## src/rtl/work_range_splitter_defines.svh

```systemverilog
// Assertion macros used by the work range splitter RTL.
// No dependencies; included by files that carry concurrent assertions.
`ifndef WORK_RANGE_SPLITTER_DEFINES_SVH
`define WORK_RANGE_SPLITTER_DEFINES_SVH

// Same-cycle implication, disabled while reset is asserted.
`define WRS_ASSERT_SAME(label, clk, rst_n, ante, cons, msg) \
  label: assert property (@(posedge clk) disable iff (!rst_n) (ante) |-> (cons)) \
    else $error(msg);

// Next-cycle implication, disabled while reset is asserted.
`define WRS_ASSERT_NEXT(label, clk, rst_n, ante, cons, msg) \
  label: assert property (@(posedge clk) disable iff (!rst_n) (ante) |=> (cons)) \
    else $error(msg);

`endif

```

## src/rtl/wrs_pkg.sv

```systemverilog
// Package for the work range splitter: default sizes, register codes, state type.
// No dependencies.
package wrs_pkg;

  localparam int COUNT_WIDTH_DEF = 32;
  localparam int MAX_CHUNKS_DEF  = 64;
  localparam int MAX_THREADS_DEF = 16;

  localparam int OUT_WIDTH       = 32;
  localparam int CFG_INDEX_WIDTH = 2;
  localparam int CFG_DATA_WIDTH  = 8;
  localparam int THREAD_WIDTH    = 5;
  localparam int PER_THREAD_WIDTH = 3;

  typedef logic [CFG_INDEX_WIDTH-1:0] cfg_index_t;

  localparam cfg_index_t CFG_THREAD_COUNT      = 2'd0;
  localparam cfg_index_t CFG_CHUNKS_PER_THREAD = 2'd1;

  localparam logic [THREAD_WIDTH-1:0]     THREAD_COUNT_RESET      = 5'd1;
  localparam logic [PER_THREAD_WIDTH-1:0] CHUNKS_PER_THREAD_RESET = 3'd4;

  typedef enum logic [1:0] {
    ST_IDLE,
    ST_DIVIDE,
    ST_EMIT
  } wrs_state_t;

endpackage

```

## src/rtl/wrs_divider.sv

```systemverilog
// Restoring bit-serial unsigned divider, one quotient bit per cycle.
// Depends on wrs_pkg for the default dividend width.
module wrs_divider #(
  parameter int COUNT_WIDTH = wrs_pkg::COUNT_WIDTH_DEF,
  parameter int DIV_WIDTH   = 7
) (
  input  logic                   clk,
  input  logic                   rst_n,
  input  logic                   start,
  input  logic [COUNT_WIDTH-1:0] dividend,
  input  logic [DIV_WIDTH-1:0]   divisor,
  output logic                   done,
  output logic [COUNT_WIDTH-1:0] quotient,
  output logic                   rem_nonzero
);

  localparam int CNT_WIDTH = $clog2(COUNT_WIDTH + 1);

  logic                   busy_r, busy_nxt;
  logic                   done_r, done_nxt;
  logic [CNT_WIDTH-1:0]   cnt_r, cnt_nxt;
  logic [COUNT_WIDTH-1:0] quo_r, quo_nxt;
  logic [DIV_WIDTH-1:0]   rem_r, rem_nxt;
  logic [DIV_WIDTH-1:0]   dvs_r, dvs_nxt;
  logic [DIV_WIDTH:0]     shifted;
  logic [DIV_WIDTH:0]     diff;
  logic                   fits;

  always_comb begin
    shifted  = {rem_r, quo_r[COUNT_WIDTH-1]};
    diff     = shifted - {1'b0, dvs_r};
    fits     = (shifted >= {1'b0, dvs_r});
    busy_nxt = busy_r;
    done_nxt = 1'b0;
    cnt_nxt  = cnt_r;
    quo_nxt  = quo_r;
    rem_nxt  = rem_r;
    dvs_nxt  = dvs_r;
    if (start) begin
      busy_nxt = 1'b1;
      cnt_nxt  = CNT_WIDTH'(COUNT_WIDTH);
      quo_nxt  = dividend;
      rem_nxt  = '0;
      dvs_nxt  = divisor;
    end else if (busy_r) begin
      quo_nxt = {quo_r[COUNT_WIDTH-2:0], fits};
      rem_nxt = fits ? diff[DIV_WIDTH-1:0] : shifted[DIV_WIDTH-1:0];
      cnt_nxt = cnt_r - CNT_WIDTH'(1);
      if (cnt_r == CNT_WIDTH'(1)) begin
        busy_nxt = 1'b0;
        done_nxt = 1'b1;
      end
    end
  end

  always_ff @(posedge clk) begin
    if (!rst_n) begin
      busy_r <= 1'b0;
      done_r <= 1'b0;
      cnt_r  <= '0;
    end else begin
      busy_r <= busy_nxt;
      done_r <= done_nxt;
      cnt_r  <= cnt_nxt;
    end
  end

  always_ff @(posedge clk) begin
    quo_r <= quo_nxt;
    rem_r <= rem_nxt;
    dvs_r <= dvs_nxt;
  end

  assign done        = done_r;
  assign quotient    = quo_r;
  assign rem_nonzero = (rem_r != '0);

endmodule

```

## src/rtl/work_range_splitter.sv

```systemverilog
// Top level of the work range splitter: control sequencer, range emitter, config registers.
// Depends on wrs_pkg, wrs_divider and work_range_splitter_defines.svh.
//
// Usage: a transaction on the command channel is accepted when start is high
// and busy is low; in_item_count gives the number of items N to partition.
// The block splits [0, N) into contiguous ranges, one result transaction per
// range on out_range_begin, out_range_end and out_last_range, each shown for
// exactly one cycle while out_valid is high. The receiver cannot stall, so
// results are produced at full rate, one per cycle, and last_range marks the
// final one. A count of zero is accepted and produces no results.
// After acceptance the bit-serial divider computes the chunk size, the
// sequencer rounds it up to the ceiling in the divide state, and the emit
// state then produces the k ranges of the item, with k at most MAX_CHUNKS.
// busy is high the whole time, so one item is worked on at a time and a
// new command is not accepted until the sequencer is idle again.
// The config channel (cfg_valid, cfg_ready, cfg_index, cfg_data) writes the
// thread count and chunks-per-thread registers; cfg_ready is always high and
// writes are expected only while the block is idle.
// Reset (synchronous, rst_n low) returns the sequencer to idle, drops
// out_valid, and sets thread count to 1 and chunks per thread to 4.
module work_range_splitter #(
  parameter int MAX_CHUNKS  = wrs_pkg::MAX_CHUNKS_DEF,
  parameter int MAX_THREADS = wrs_pkg::MAX_THREADS_DEF,
  parameter int COUNT_WIDTH = wrs_pkg::COUNT_WIDTH_DEF
) (
  input  logic                                 clk,
  input  logic                                 rst_n,
  // Command channel
  input  logic                                 start,
  output logic                                 busy,
  input  logic [COUNT_WIDTH-1:0]               in_item_count,
  // Result channel
  output logic                                 out_valid,
  output logic [wrs_pkg::OUT_WIDTH-1:0]        out_range_begin,
  output logic [wrs_pkg::OUT_WIDTH-1:0]        out_range_end,
  output logic                                 out_last_range,
  // Configuration channel
  input  logic                                 cfg_valid,
  output logic                                 cfg_ready,
  input  logic [wrs_pkg::CFG_INDEX_WIDTH-1:0]  cfg_index,
  input  logic [wrs_pkg::CFG_DATA_WIDTH-1:0]   cfg_data
);

  `include "work_range_splitter_defines.svh"

  // Divisor width: enough to hold MAX_CHUNKS itself.
  localparam int DIV_WIDTH = $clog2(MAX_CHUNKS + 1);
  localparam int PROD_WIDTH = wrs_pkg::THREAD_WIDTH + wrs_pkg::PER_THREAD_WIDTH;
  localparam logic [6:0] THREAD_LIMIT = 7'(MAX_THREADS);
  localparam logic [PROD_WIDTH-1:0] CHUNK_LIMIT = PROD_WIDTH'(MAX_CHUNKS);

  wrs_pkg::wrs_state_t state_r, state_nxt;

  logic [wrs_pkg::THREAD_WIDTH-1:0]     thread_count_r;
  logic [wrs_pkg::PER_THREAD_WIDTH-1:0] chunks_per_thread_r;

  logic [COUNT_WIDTH-1:0] count_r, count_nxt;
  logic [COUNT_WIDTH-1:0] size_r, size_nxt;
  logic [COUNT_WIDTH-1:0] begin_r, begin_nxt;

  logic                          out_valid_r, out_valid_nxt;
  logic [wrs_pkg::OUT_WIDTH-1:0] out_begin_r, out_begin_nxt;
  logic [wrs_pkg::OUT_WIDTH-1:0] out_end_r, out_end_nxt;
  logic                          out_last_r, out_last_nxt;

  // Chunk target from the configuration registers, clamped to MAX_CHUNKS and N.
  logic [wrs_pkg::THREAD_WIDTH-1:0]     eff_threads;
  logic [wrs_pkg::PER_THREAD_WIDTH-1:0] eff_per_thread;
  logic [PROD_WIDTH-1:0]                chunk_prod;
  logic [PROD_WIDTH-1:0]                chunk_capped;
  logic [DIV_WIDTH-1:0]                 chunks;

  // Range emitter datapath: one add and one compare per cycle.
  logic [COUNT_WIDTH:0]   next_sum;
  logic                   is_last;
  logic [COUNT_WIDTH-1:0] range_end;

  logic                   accept;
  logic                   div_start;
  logic                   div_done;
  logic [COUNT_WIDTH-1:0] div_quotient;
  logic                   div_rem_nonzero;

  assign accept = start && (state_r == wrs_pkg::ST_IDLE);

  always_comb begin
    if (thread_count_r == '0) begin
      eff_threads = wrs_pkg::THREAD_WIDTH'(1);
    end else if ({2'b00, thread_count_r} > THREAD_LIMIT) begin
      eff_threads = THREAD_LIMIT[wrs_pkg::THREAD_WIDTH-1:0];
    end else begin
      eff_threads = thread_count_r;
    end
    if (chunks_per_thread_r == '0) begin
      eff_per_thread = wrs_pkg::PER_THREAD_WIDTH'(1);
    end else begin
      eff_per_thread = chunks_per_thread_r;
    end
    chunk_prod   = PROD_WIDTH'(eff_threads) * PROD_WIDTH'(eff_per_thread);
    chunk_capped = (chunk_prod > CHUNK_LIMIT) ? CHUNK_LIMIT : chunk_prod;
    // A count smaller than the target caps the chunk number at the count.
    if (in_item_count < COUNT_WIDTH'(chunk_capped)) begin
      chunks = in_item_count[DIV_WIDTH-1:0];
    end else begin
      chunks = chunk_capped[DIV_WIDTH-1:0];
    end
  end

  always_comb begin
    next_sum  = {1'b0, begin_r} + {1'b0, size_r};
    is_last   = (next_sum >= {1'b0, count_r});
    range_end = is_last ? count_r : next_sum[COUNT_WIDTH-1:0];
  end

  // Sequencer: idle, wait for the divider, then emit one range per cycle.
  always_comb begin
    state_nxt     = state_r;
    count_nxt     = count_r;
    size_nxt      = size_r;
    begin_nxt     = begin_r;
    out_valid_nxt = 1'b0;
    out_begin_nxt = out_begin_r;
    out_end_nxt   = out_end_r;
    out_last_nxt  = out_last_r;
    div_start     = 1'b0;
    unique case (state_r)
      wrs_pkg::ST_IDLE: begin
        if (accept && (in_item_count != '0)) begin
          count_nxt = in_item_count;
          begin_nxt = '0;
          div_start = 1'b1;
          state_nxt = wrs_pkg::ST_DIVIDE;
        end
      end
      wrs_pkg::ST_DIVIDE: begin
        if (div_done) begin
          // Round the quotient up to get the ceiling chunk size.
          size_nxt  = div_quotient + COUNT_WIDTH'(div_rem_nonzero);
          state_nxt = wrs_pkg::ST_EMIT;
        end
      end
      wrs_pkg::ST_EMIT: begin
        out_valid_nxt = 1'b1;
        out_begin_nxt = wrs_pkg::OUT_WIDTH'(begin_r);
        out_end_nxt   = wrs_pkg::OUT_WIDTH'(range_end);
        out_last_nxt  = is_last;
        begin_nxt     = range_end;
        if (is_last) begin
          state_nxt = wrs_pkg::ST_IDLE;
        end
      end
      default: begin
        state_nxt = wrs_pkg::ST_IDLE;
      end
    endcase
  end

  always_ff @(posedge clk) begin
    if (!rst_n) begin
      state_r     <= wrs_pkg::ST_IDLE;
      out_valid_r <= 1'b0;
    end else begin
      state_r     <= state_nxt;
      out_valid_r <= out_valid_nxt;
    end
  end

  always_ff @(posedge clk) begin
    count_r     <= count_nxt;
    size_r      <= size_nxt;
    begin_r     <= begin_nxt;
    out_begin_r <= out_begin_nxt;
    out_end_r   <= out_end_nxt;
    out_last_r  <= out_last_nxt;
  end

  // Configuration registers; indexes outside the list are ignored.
  always_ff @(posedge clk) begin
    if (!rst_n) begin
      thread_count_r      <= wrs_pkg::THREAD_COUNT_RESET;
      chunks_per_thread_r <= wrs_pkg::CHUNKS_PER_THREAD_RESET;
    end else if (cfg_valid && cfg_ready) begin
      unique case (cfg_index)
        wrs_pkg::CFG_THREAD_COUNT: begin
          thread_count_r <= cfg_data[wrs_pkg::THREAD_WIDTH-1:0];
        end
        wrs_pkg::CFG_CHUNKS_PER_THREAD: begin
          chunks_per_thread_r <= cfg_data[wrs_pkg::PER_THREAD_WIDTH-1:0];
        end
        default: begin
        end
      endcase
    end
  end

  wrs_divider #(
    .COUNT_WIDTH (COUNT_WIDTH),
    .DIV_WIDTH   (DIV_WIDTH)
  ) u_divider (
    .clk         (clk),
    .rst_n       (rst_n),
    .start       (div_start),
    .dividend    (in_item_count),
    .divisor     (chunks),
    .done        (div_done),
    .quotient    (div_quotient),
    .rem_nonzero (div_rem_nonzero)
  );

  assign busy            = (state_r != wrs_pkg::ST_IDLE);
  assign cfg_ready       = 1'b1;
  assign out_valid       = out_valid_r;
  assign out_range_begin = out_begin_r;
  assign out_range_end   = out_end_r;
  assign out_last_range  = out_last_r;

  // Every cycle in the emit state produces exactly one result next cycle.
  `WRS_ASSERT_NEXT(a_emit_gives_result, clk, rst_n,
    state_r == wrs_pkg::ST_EMIT, out_valid_r, "emit cycle produced no result")

  // A result that is not the last one leaves the block still emitting.
  `WRS_ASSERT_SAME(a_not_last_stays_busy, clk, rst_n,
    out_valid_r && !out_last_r, state_r == wrs_pkg::ST_EMIT,
    "non-final range but sequencer left emit")

  // Every emitted range starts below the count, so it is never empty.
  `WRS_ASSERT_SAME(a_begin_below_count, clk, rst_n,
    state_r == wrs_pkg::ST_EMIT, begin_r < count_r, "range begin reached count")

  // A zero count is taken without leaving idle.
  `WRS_ASSERT_NEXT(a_zero_count_idle, clk, rst_n,
    accept && (in_item_count == '0), !busy, "zero count did not stay idle")

  // The divider finishes only while the sequencer waits for it.
  `WRS_ASSERT_SAME(a_div_done_in_divide, clk, rst_n,
    div_done, state_r == wrs_pkg::ST_DIVIDE, "divider finished outside divide state")

endmodule
```

## config.mk

```make
export PLATFORM = sky130hd
export DESIGN_NAME = work_range_splitter
export DESIGN_NICKNAME = d
export VERILOG_FILES = /design/src/rtl/wrs_pkg.sv /design/src/rtl/wrs_divider.sv /design/src/rtl/work_range_splitter.sv
export VERILOG_INCLUDE_DIRS = /design/src /design/src/rtl
export SDC_FILE = /design/constraint.sdc
export NUM_CORES = 1
export LEC_CHECK = 0
export BUFFER_PORTS_ARGS = -buffer_cell sky130_fd_sc_hd__buf_2
export CAP_MARGIN = 10
export CORE_MARGIN = 5
export CORE_UTILIZATION = 45
export DETAILED_ROUTE_END_ITERATION = 8
export PLACE_DENSITY_LB_ADDON = 0.15
export SYNTH_ARGS = -nofsm -noshare
export SYNTH_HDL_FRONTEND = slang
export SYNTH_SLANG_ARGS = --single-unit
```

## constraint.sdc

```tcl
create_clock -name clk -period 15.76 [get_ports clk]
set_clock_uncertainty 0.1 [all_clocks]
set_input_delay 3.152 -clock clk [delete_from_list [all_inputs] [get_ports clk]]
set_output_delay 3.152 -clock clk [all_outputs]
set_load 0.005 [all_outputs]
```

==> flow_summary.json, run 1 <==
{
  "max_slew_margin_pct": 30.12,
  "crit_type": "register to register",
  "rows": 60,
  "grt_antenna_before_repair": 1,
  "dieArea_um2": 30470,
  "tns_ns": 0,
  "drt_first_pass_iters": 5,
  "worstSetupStartpointType": "register",
  "fin_crit_sh_pct": 41.62,
  "ys_seq_elements": 226,
  "syn_area_per_cell_um2": 11.33,
  "root_buffer": "clkbuf_16",
  "grt_pass1_wl_mm": 43.10,
  "io_buffers": 109,
  "gp_congestion": 0.8382,
  "wire_per_inst_um": 17.50,
  "grt_overflow": 0,
  "initial_core_util_pct": 45.47,
  "netlist.top_cell.by_area": "edfxtp_1",
  "final_layout_size_suffix_gt1_share_pct": 13.58,
  "crit_arrival_ns": 6.73,
  "status": "complete, no violations",
  "rsz0062_at_grt": "no",
  "finalNetCount": 1334,
  "antenna_cells": 0,
  "insertion_delay_ns": 0.53,
  "cts_resized": 0,
  "utilization_pct": 51.52,
  "period_minus_slack_ns": 6.559,
  "p_clk_share_pct": 35.4,
  "power.total_mw": 1.454,
  "drc": 0,
  "grt_usage_pct": 17.53,
  "io_pins": 114,
  "cts.path.max_buffers": 3,
  "maxCapViolCount": 0,
  "leakage_nw": 5.622,
  "ir_drop_mv": 0.07186,
  "switching_share_pct": 26.01,
  "ys_seq_area_share_pct": 53.55,
  "tightest_slew_ns": 1.048,
  "die-height_um": 174.6,
  "worstPathMaxFanout": 22,
  "ant_nets": 0,
  "coreArea_um2": 26800,
  "numCtsBuffers": 25,
  "vias": 8261,
  "hold_start": "begin_r[25]$_SDFFCE_PN0P_",
  "dp_hpwl_mm": 20.25,
  "synth_top_area_share_pct": 49.28,
  "clock_sinks": 226,
  "ys_types": 71,
  "synth_edf_count": 200,
  "postRouteWirelength_mm": 27.11,
  "netlist_instances": 1076,
  "synthTopCellsByArea": "edfxtp_1 (49%), ha_1 (9.1%), nand2_1 (4.4%), dfxtp_1 (4.3%), xnor2_1 (3.3%)",
  "p_per_area_nw_per_um2": 105.3,
  "path_clk_slew_ns": 0.06,
  "worstSetupStartpoint": "begin_r[0]$_SDFFCE_PN0P_",
  "grt_pass1_vias": 8103,
  "die_w_um": 174.6,
  "p_seq_share_pct": 49.7,
  "p_int_mw": 1.076,
  "r2r_start": "begin_r[0]$_SDFFCE_PN0P_",
  "htreeDepth": 1,
  "syn_to_final_growth_pct": 13.30,
  "setup_violations": 0,
  "p_comb_share_pct": 14.9,
  "grt_max_degree": 87,
  "fmax_mhz": 152.5,
  "cts_tree": "built",
  "crit_path_end_kind": "register",
  "postCtsHoldBufs": 0,
  "finalMaxSlewViolations": 0,
  "syn-cell-area_um2": 12190,
  "post_cts_buffers": 0,
  "pre_cts_slack_ns": 9.185,
  "switchingPower_uw": 378.1,
  "fin_ws_ns": 9.201,
  "worst_ep_required_time_ns": 15.93,
  "holdWs_ns": 0.3608,
  "finalHoldViolCount": 0,
  "holdCritPathClass": "register to register",
  "ys_warn_count": 0,
  "vias_per_cell": 5.333,
  "async_flop_share_pct": 0,
  "first_iter_violations": 419,
  "ys.flop_type": "edfxtp_1"
}
-- routing by layer --
layer / up-vias / part of all wire, % / track usage, %
li1: 4159 / - / -
met1: 3868 / 47 / 24.53
met2: 189 / 45 / 28.41
met3: 43 / 5.3 / 3.045
met4: 2 / 2.4 / 4.681
met5: - / 0.048 / 0
-- worst max-delay path, cell delays in order (launching register included) --
cell and delay [ns]:
edfxtp_1 0.43, ha_1 0.24, fa_1 0.46, a211oi_2 0.30, nor4_2 0.12, o31ai_4 0.37, a211oi_2 0.19, o21a_2 0.32
xor2_1 0.18, ha_1 0.35, nand4_1 0.23, nor4_1 0.71, o21ai_0 0.40, a21oi_1 0.43, a211oi_4 0.18, buf_4 0.29
inv_2 0.34, mux2_1 0.45, and2_1 0.18
-- placed cells by master, fill, tap and decap left out, types with 23 or more instances in the layout --
cell,count
inv_1,57
nor2_1,55
edfxtp_1,200
and2_1,42
nand3_1,28
nand2_1,142
clkbuf_16,25
a21oi_1,66
dfxtp_1,26
xnor2_1,46
mux2_1,23
buf_2,109
ha_1,89
o21ai_0,40
-- through the flow --
stage	area (µm²)	instances
after floorplan	12190	1077
final	13810	1549
after CTS	13810	1549
after global routing	13810	1549
after global placement	13100	1507
after detailed placement	13100	1507
-- sequential cells by signal (all words and copies together) (netlist names) --
register             cells
out_range_begin         32
u_divider.busy_r         1
count_r                 32
state_r                  2
u_divider.cnt_r          6
u_divider.done           1
begin_r                 32
thread_count_r           5
size_r                  32
u_divider.quotient      32
u_divider.dvs_r          7
out_range_end           32
u_divider.rem_r          7
chunks_per_thread_r      3
out_valid                1
out_last_range           1
-- cell type report --
class / count / area, µm²
clock buffers: 32 / 651.9
fillers: 2412 / 12990
repair buffers: 116 / 598.1
well taps: 341 / 426.7
multi-input cells: 763 / 5318
inverters: 61 / 230.2
clock inverters: 10 / 56.30
flip-flops and latches: 226 / 6526
-- cells by family (layout without fill, tap and decap cells) --
kind of cell | count (synthesis) | after routing | share of synthesized area (%)
buffers and inverters | 88 | 219 | 2.844
multiplexers | 48 | 48 | 4.240
adder cells (fa/ha/maj) | 95 | 95 | 10.12
AND/OR/NAND/NOR | 374 | 374 | 15.04
flip-flops | 226 | 226 | 53.55
XOR/XNOR | 65 | 65 | 4.671
other | 1 | 2 | 0.03077
AO/OA/AOI/OAI | 179 | 179 | 9.497
-- cells in the mapped netlist, drive strengths merged, types with 3 or more instances --
cell type	count
nor2b	12
xnor2	46
a211o	3
nand2b	12
and4	5
buf	5
nor2	55
or2	3
or3	5
a41o	3
clkbuf	22
o21ai	42
a211oi	6
fa	6
mux2	29
o211ai	4
nor3	15
nand3	28
nand2	142
o21bai	4
inv	60
nand3b	4
and3	12
ha	89
nand4	17
xor2	19
and2	42
o21a	8
mux2i	19
a21boi	5
o31ai	5
a21o	15
a21oi	66
nor4	14
dfxtp	26
edfxtp	200
-- power by group through the flow --
stage	logic [mW]	clock network [mW]	registers [mW]
after floorplan	0.162	0	0.726
after CTS	0.218	0.528	0.723
after global placement	0.214	0	0.735
after detailed placement	0.216	0	0.736
final	0.217	0.514	0.723
after global routing	0.245	0.555	0.727
-- path summary, 6_finish.rpt --
| check | to | slack, ns | cells past startpoint |
|---|---|---|---|
| max | begin_r[0]$_SDFFCE_PN0P_ | 9.20 | 18 |
| min | out_range_begin[25]$_DFFE_PP_ | 0.36 | 0 |
| min reg2reg | out_range_begin[25]$_DFFE_PP_ | 0.36 | 0 |
| max reg2reg | begin_r[0]$_SDFFCE_PN0P_ | 9.20 | 18 |
No activity file was read; power rests on OpenSTA's default activity.
==> run 2: changes to the inputs <==
clock period = 5.5 ns   (was 15.76 ns; I/O delays follow)
==> run 2 against run 1 <==
- die area did not move
- combinational power grew to 3.3 times the previous value
- cell area grew 5.1%
- worst hold slack better by 0.0040 ns
- register-to-register slack got worse by 9.0 ns
- clock power grew to 3.3 times the previous value
- critical path type unchanged
- global-route usage up 0.56 points
- fmax increased by 23%
==> flow_summary.json, run 2 (synthesized netlist as in run 1, its figures left out) <==
{
  "status": "complete, no violations",
  "drt_first_pass_iters": 5,
  "insertion_delay_ns": 0.53,
  "crit_path_end_kind": "register",
  "power.total_mw": 4.509,
  "ant_nets": 0,
  "finalNetCount": 1395,
  "fin_crit_sh_pct": 97.24,
  "io_pins": 114,
  "coreArea_um2": 26800,
  "crit_type": "register to register",
  "grt_pass1_wl_mm": 44.57,
  "reg2reg_depth": 21,
  "ir_drop_mv": 0.1968,
  "worstPathMaxFanout": 16,
  "dp.cells": 1566,
  "final_layout_size_suffix_gt1_share_pct": 19.31,
  "most-common-layout-cells": "edfxtp_1 (200), nand2_1 (142), buf_2 (109), ha_1 (89), a21oi_1 (65)",
  "worst_ep_required_time_ns": 5.67,
  "crit_arrival_ns": 5.52,
  "maxCapViolCount": 0,
  "min_to": "out_range_begin[0]$_DFFE_PP_",
  "path_clk_slew_ns": 0.06,
  "postRouteWirelength_mm": 28.17,
  "rsz0062_at_grt": "no",
  "r2r_end": "begin_r[13]$_SDFFCE_PN0P_",
  "tightest_slew_ns": 1.098,
  "vias": 8541,
  "period_minus_slack_ns": 5.348,
  "first_iter_violations": 467,
  "holdCritPathClass": "register to register",
  "numCtsBuffers": 26,
  "fmax_mhz": 187.0,
  "postPlaceCellArea_um2": 13570,
  "antenna_cells": 0,
  "postCtsHoldBufs": 0,
  "holdPathStages": 0,
  "wire_per_inst_um": 17.44,
  "leakage_nw": 6.012,
  "grt_usage_pct": 18.09,
  "drc": 0,
  "cts_tree": "built",
  "hold_start": "begin_r[0]$_SDFFCE_PN0P_",
  "worstSetupStartpoint": "size_r[0]$_DFFE_PP_",
  "dieArea_um2": 30470,
  "gp_congestion": 0.8955,
  "final_area_um2": 14510,
  "grt_antenna_before_repair": 1,
  "instances_no_fill": 1615,
  "grt_pass1_vias": 8394,
  "worstSetupStartpointType": "register",
  "finalMaxSlewViolations": 0,
  "finalHoldViolCount": 0,
  "die_w_um": 174.6,
  "initial_core_util_pct": 45.47,
  "setup_violations": 0,
  "dp_hpwl_mm": 21.06,
  "p_per_area_nw_per_um2": 310.8,
  "r2r_setup_slack_ns": 0.15,
  "cts.path.max_buffers": 3,
  "rows": 60,
  "root_buffer": "clkbuf_16",
  "r2r_start": "size_r[0]$_DFFE_PP_",
  "io_buffers": 109,
  "final_common_cell": "edfxtp_1",
  "grt_overflow": 0,
  "max_slew_margin_pct": 26.70,
  "htreeDepth": 1,
  "clock_sinks": 226,
  "syn_to_final_growth_pct": 19.05,
  "die-height_um": 174.6,
  "vias_per_cell": 5.289,
  "grt_max_degree": 55
}
## run 2: layout make-up
cell class / count / area, µm²
inverters: 61 / 230.2
multi-input cells: 763 / 5384
flip-flops and latches: 226 / 6526
clock inverters: 17 / 163.9
clock buffers: 31 / 690.7
well taps: 341 / 426.7
fillers: 2388 / 12290
repair buffers: 176 / 1086
## run 2: what timing repair did
| item | CTS | global route |
|---|---|---|
| pin swaps | 4 | 3 |
| setup buffers | 1 | 0 |
| gates resized for setup | 2 | 16 |
| endpoints found under the setup margin | 25 | 65 |
## run 2: critical path, stage by stage, from the launching register on
cell       delay (ns)
edfxtp_1         0.38
ha_1             0.26
fa_2             0.39
a211oi_4         0.26
nor4_2           0.11
o31ai_4          0.40
a211oi_4         0.15
o21a_2           0.27
buf_4            0.16
mux2_2           0.28
and2_1           0.14
ha_1             0.29
nand2_1          0.06
or3_4            0.40
a21oi_2          0.13
o2111ai_2        0.20
nand4_1          0.21
a211oi_4         0.07
buf_12           0.14
buf_12           0.15
mux2_1           0.36
and2_1           0.17
## run 2: through the flow
| step | utilization (%) | setup slack (ns) | TNS [ns] | hold slack (ns) |
|---|---|---|---|---|
| after floorplan | - | 0.03168 | 0 | 0.3307 |
| after global placement | 50.62 | 0.02213 | 0 | 0.3420 |
| after detailed placement | 50.62 | -0.01839 | -0.07303 | 0.3490 |
| after CTS | 53.94 | 0.009025 | 0 | 0.3630 |
| after global routing | 54.13 | 0.001823 | 0 | 0.3733 |
| final | 54.13 | 0.1517 | 0 | 0.3648 |
## run 2: routing by layer
layer	share of wire (%)	vias to the layer above	track usage, %
li1	-	4264	-
met1	47	4025	25.42
met2	47	199	29.76
met3	4.6	51	2.545
met4	2.1	2	4.615
met5	0.071	-	0
## run 2: where the power goes
part	total (mW)	leakage, nW	switching, mW	internal [mW]
Sequential	2.07	2.10	0.0803	1.99
Clock	1.72	0.420	0.688	1.03
Combinational	0.712	3.49	0.385	0.326
Total	4.51	6.01	1.15	3.36
## run 2: how the worst max path moves through the flow
stage / slack, ns / endpoint
floorplan: 0.03 / u_divider.dvs_r[0]$_DFFE_PP_
global placement: 0.02 / begin_r[13]$_SDFFCE_PN0P_
detailed placement: -0.02 / begin_r[15]$_SDFFCE_PN0P_
CTS: 0.009 / begin_r[15]$_SDFFCE_PN0P_
global route: 0.002 / u_divider.dvs_r[4]$_DFFE_PP_
finish: 0.15 / begin_r[13]$_SDFFCE_PN0P_
==> run 3: changes to the inputs <==
REMOVE_ABC_BUFFERS = 1   (was unset)
==> run 3 against run 2 <==
- via count fell by 1.2%
- clock-buffer cell count is 4 higher
- die area unchanged
- total power decreased by 2.9%
- routed wire length increased by 2.0%
- cell area shrank 0.76%
- combinational power shrank 0.6%
- clock power shrank 7%
- register-to-register slack about the same
- sequential power about the same
- worst hold slack worse by 0.0047 ns
- global-route usage increased by 0.20 points
- critical endpoint is now begin_r[0]$_SDFFCE_PN0P_
- largest cell class unchanged
- largest power group unchanged
==> flow_summary.json, run 3 (synthesized netlist as in run 1, its figures left out) <==
{
  "instances_no_fill": 1590,
  "holdWs_ns": 0.3601,
  "insertion_delay_ns": 0.52,
  "first_iter_violations": 590,
  "crit_arrival_ns": 5.50,
  "finalMaxSlewViolations": 0,
  "gp_congestion": 0.9105,
  "die-height_um": 174.6,
  "crit_type": "register to register",
  "dieArea_um2": 30470,
  "postCtsHoldBufs": 0,
  "grt_usage_pct": 18.29,
  "leakage_nw": 5.896,
  "crit_path_cell_trace": "ha_4 > fa_2 > a211oi_4 > nor4_4 > o31ai_4 > buf_6 > a211oi_2 > o21a_2 > buf_4 > mux2_2 > and2_1 > ha_4 > nand2_1 > or3_4 > a21oi_2 > o2111ai_2 > nand4_1 > a211oi_4 > buf_12 > buf_12 > inv_6 > mux2_2 > and2_1",
  "drc": 0,
  "clock_sinks": 226,
  "final_layout_size_suffix_gt1_share_pct": 18.09,
  "grt_pass1_vias": 8373,
  "wire_per_inst_um": 18.07,
  "numCtsBuffers": 26,
  "dp_hpwl_mm": 21.21,
  "cts_tree": "built",
  "fin_crit_sh_pct": 96.98,
  "pre_cts_slack_ns": -0.1017,
  "io_buffers": 109,
  "root_buffer": "clkbuf_16",
  "worstSetupStartpointType": "register",
  "fin_ws_ns": 0.1663,
  "maxCapViolCount": 0,
  "coreArea_um2": 26800,
  "holdCritPathClass": "register to register",
  "setup_violations": 0,
  "p_per_area_nw_per_um2": 304.0,
  "postRouteWirelength_mm": 28.73,
  "final_common_cell": "edfxtp_1",
  "ant_nets": 0,
  "cpPeakStageDelay_ns": 0.43,
  "tightest_slew_ns": 0.9626,
  "grt_pass1_wl_mm": 44.93,
  "worst_ep_required_time_ns": 5.67,
  "io_pins": 114,
  "die_w_um": 174.6,
  "path_clk_slew_ns": 0.05,
  "grt_max_degree": 69,
  "ir_drop_mv": 0.2370,
  "fmax_mhz": 187.5,
  "power.total_mw": 4.376,
  "vias": 8442,
  "initial_core_util_pct": 45.47,
  "crit_path_end_kind": "register",
  "period_minus_slack_ns": 5.334,
  "rows": 60,
  "rsz0062_at_grt": "no",
  "status": "complete, no violations",
  "utilization_pct": 53.72,
  "finalHoldViolCount": 0,
  "grt_overflow": 0,
  "max_slew_margin_pct": 35.69,
  "syn_to_final_growth_pct": 18.14,
  "cts.path.max_buffers": 3,
  "vias_per_cell": 5.309,
  "holdPathStages": 0,
  "most-common-layout-cells": "edfxtp_1 (200), nand2_1 (141), buf_2 (109), ha_1 (86), a21oi_1 (63)",
  "cp_slowest_cell": "edfxtp_1",
  "dp.cells": 1540,
  "reg2reg_depth": 23,
  "htreeDepth": 1,
  "worstPathMaxFanout": 7,
  "antenna_cells": 0,
  "finalNetCount": 1372,
  "drt_first_pass_iters": 6,
  "grt_antenna_before_repair": 0
}
==> run 3: cell types whose count changed in the layout (fill, tap and decap cells not counted), moves of 3 or more <==
| cell | before | now |
|---|---|---|
| buf_4 | 64 | 37 |
| ha_1 | 89 | 86 |
| clkinv_2 | 7 | 4 |
| clkbuf_1 | 4 | 8 |
| ha_4 | 0 | 3 |
==> run 3: worst paths after layout <==
kind | from | end | slack, ns
setup / recovery | begin_r[0]$_SDFFCE_PN0P_ | begin_r[0]$_SDFFCE_PN0P_ | 0.17
hold / removal | begin_r[6]$_SDFFCE_PN0P_ | out_range_begin[6]$_DFFE_PP_ | 0.36
hold reg to reg | begin_r[6]$_SDFFCE_PN0P_ | out_range_begin[6]$_DFFE_PP_ | 0.36
setup reg to reg | begin_r[0]$_SDFFCE_PN0P_ | begin_r[0]$_SDFFCE_PN0P_ | 0.17
==> run 3: critical path, delay by kind of cell, from the launching register on <==
family,cells,cell delay [ns]
buffers and inverters,5,0.65
DFF,1,0.43
and+or+nand+nor,6,1.02
muxes,2,0.62
AOI/OAI and AO/OA,7,1.36
adders and majority gates,3,0.89
==> run 3: layout make-up <==
cell class / count / area, µm²
clock buffer: 35 / 705.7
clock inverter: 11 / 75.07
fill: 2368 / 12400
inverter: 61 / 235.2
multi-input combinational: 763 / 5469
sequential: 226 / 6526
tap: 341 / 426.7
timing repair buffer: 153 / 959.7
==> run 3: per-stage QoR <==
step,TNS (ns),cell area (µm²)
after floorplan,-0.06208,12070
after global placement,-0.02667,13380
after detailed placement,-0.9933,13380
after CTS,0,14210
after global routing,0,14400
final,0,14400
==> run 3: where the power goes <==
part,internal [mW],switching [mW]
registers,1.99,0.0754
logic,0.308,0.400
clock network,0.938,0.660
==> run 3: repair_timing <==
item                       in CTS  in global routing
pin swaps                       2                 10
setup buffers                   0                  3
setup endpoints to repair      28                 71
cloned                          0                  1
gates resized for setup         8                 29
==> run 3: routing by layer <==
metal | wire, µm | global-route usage, % | up-vias
met4 | 563 | 4.026 | 0
met1 | 13520 | 25.88 | 4008
met5 | 0 | 0 | -
met3 | 1476 | 2.740 | 36
met2 | 13170 | 30.05 | 182
li1 | - | - | 4216
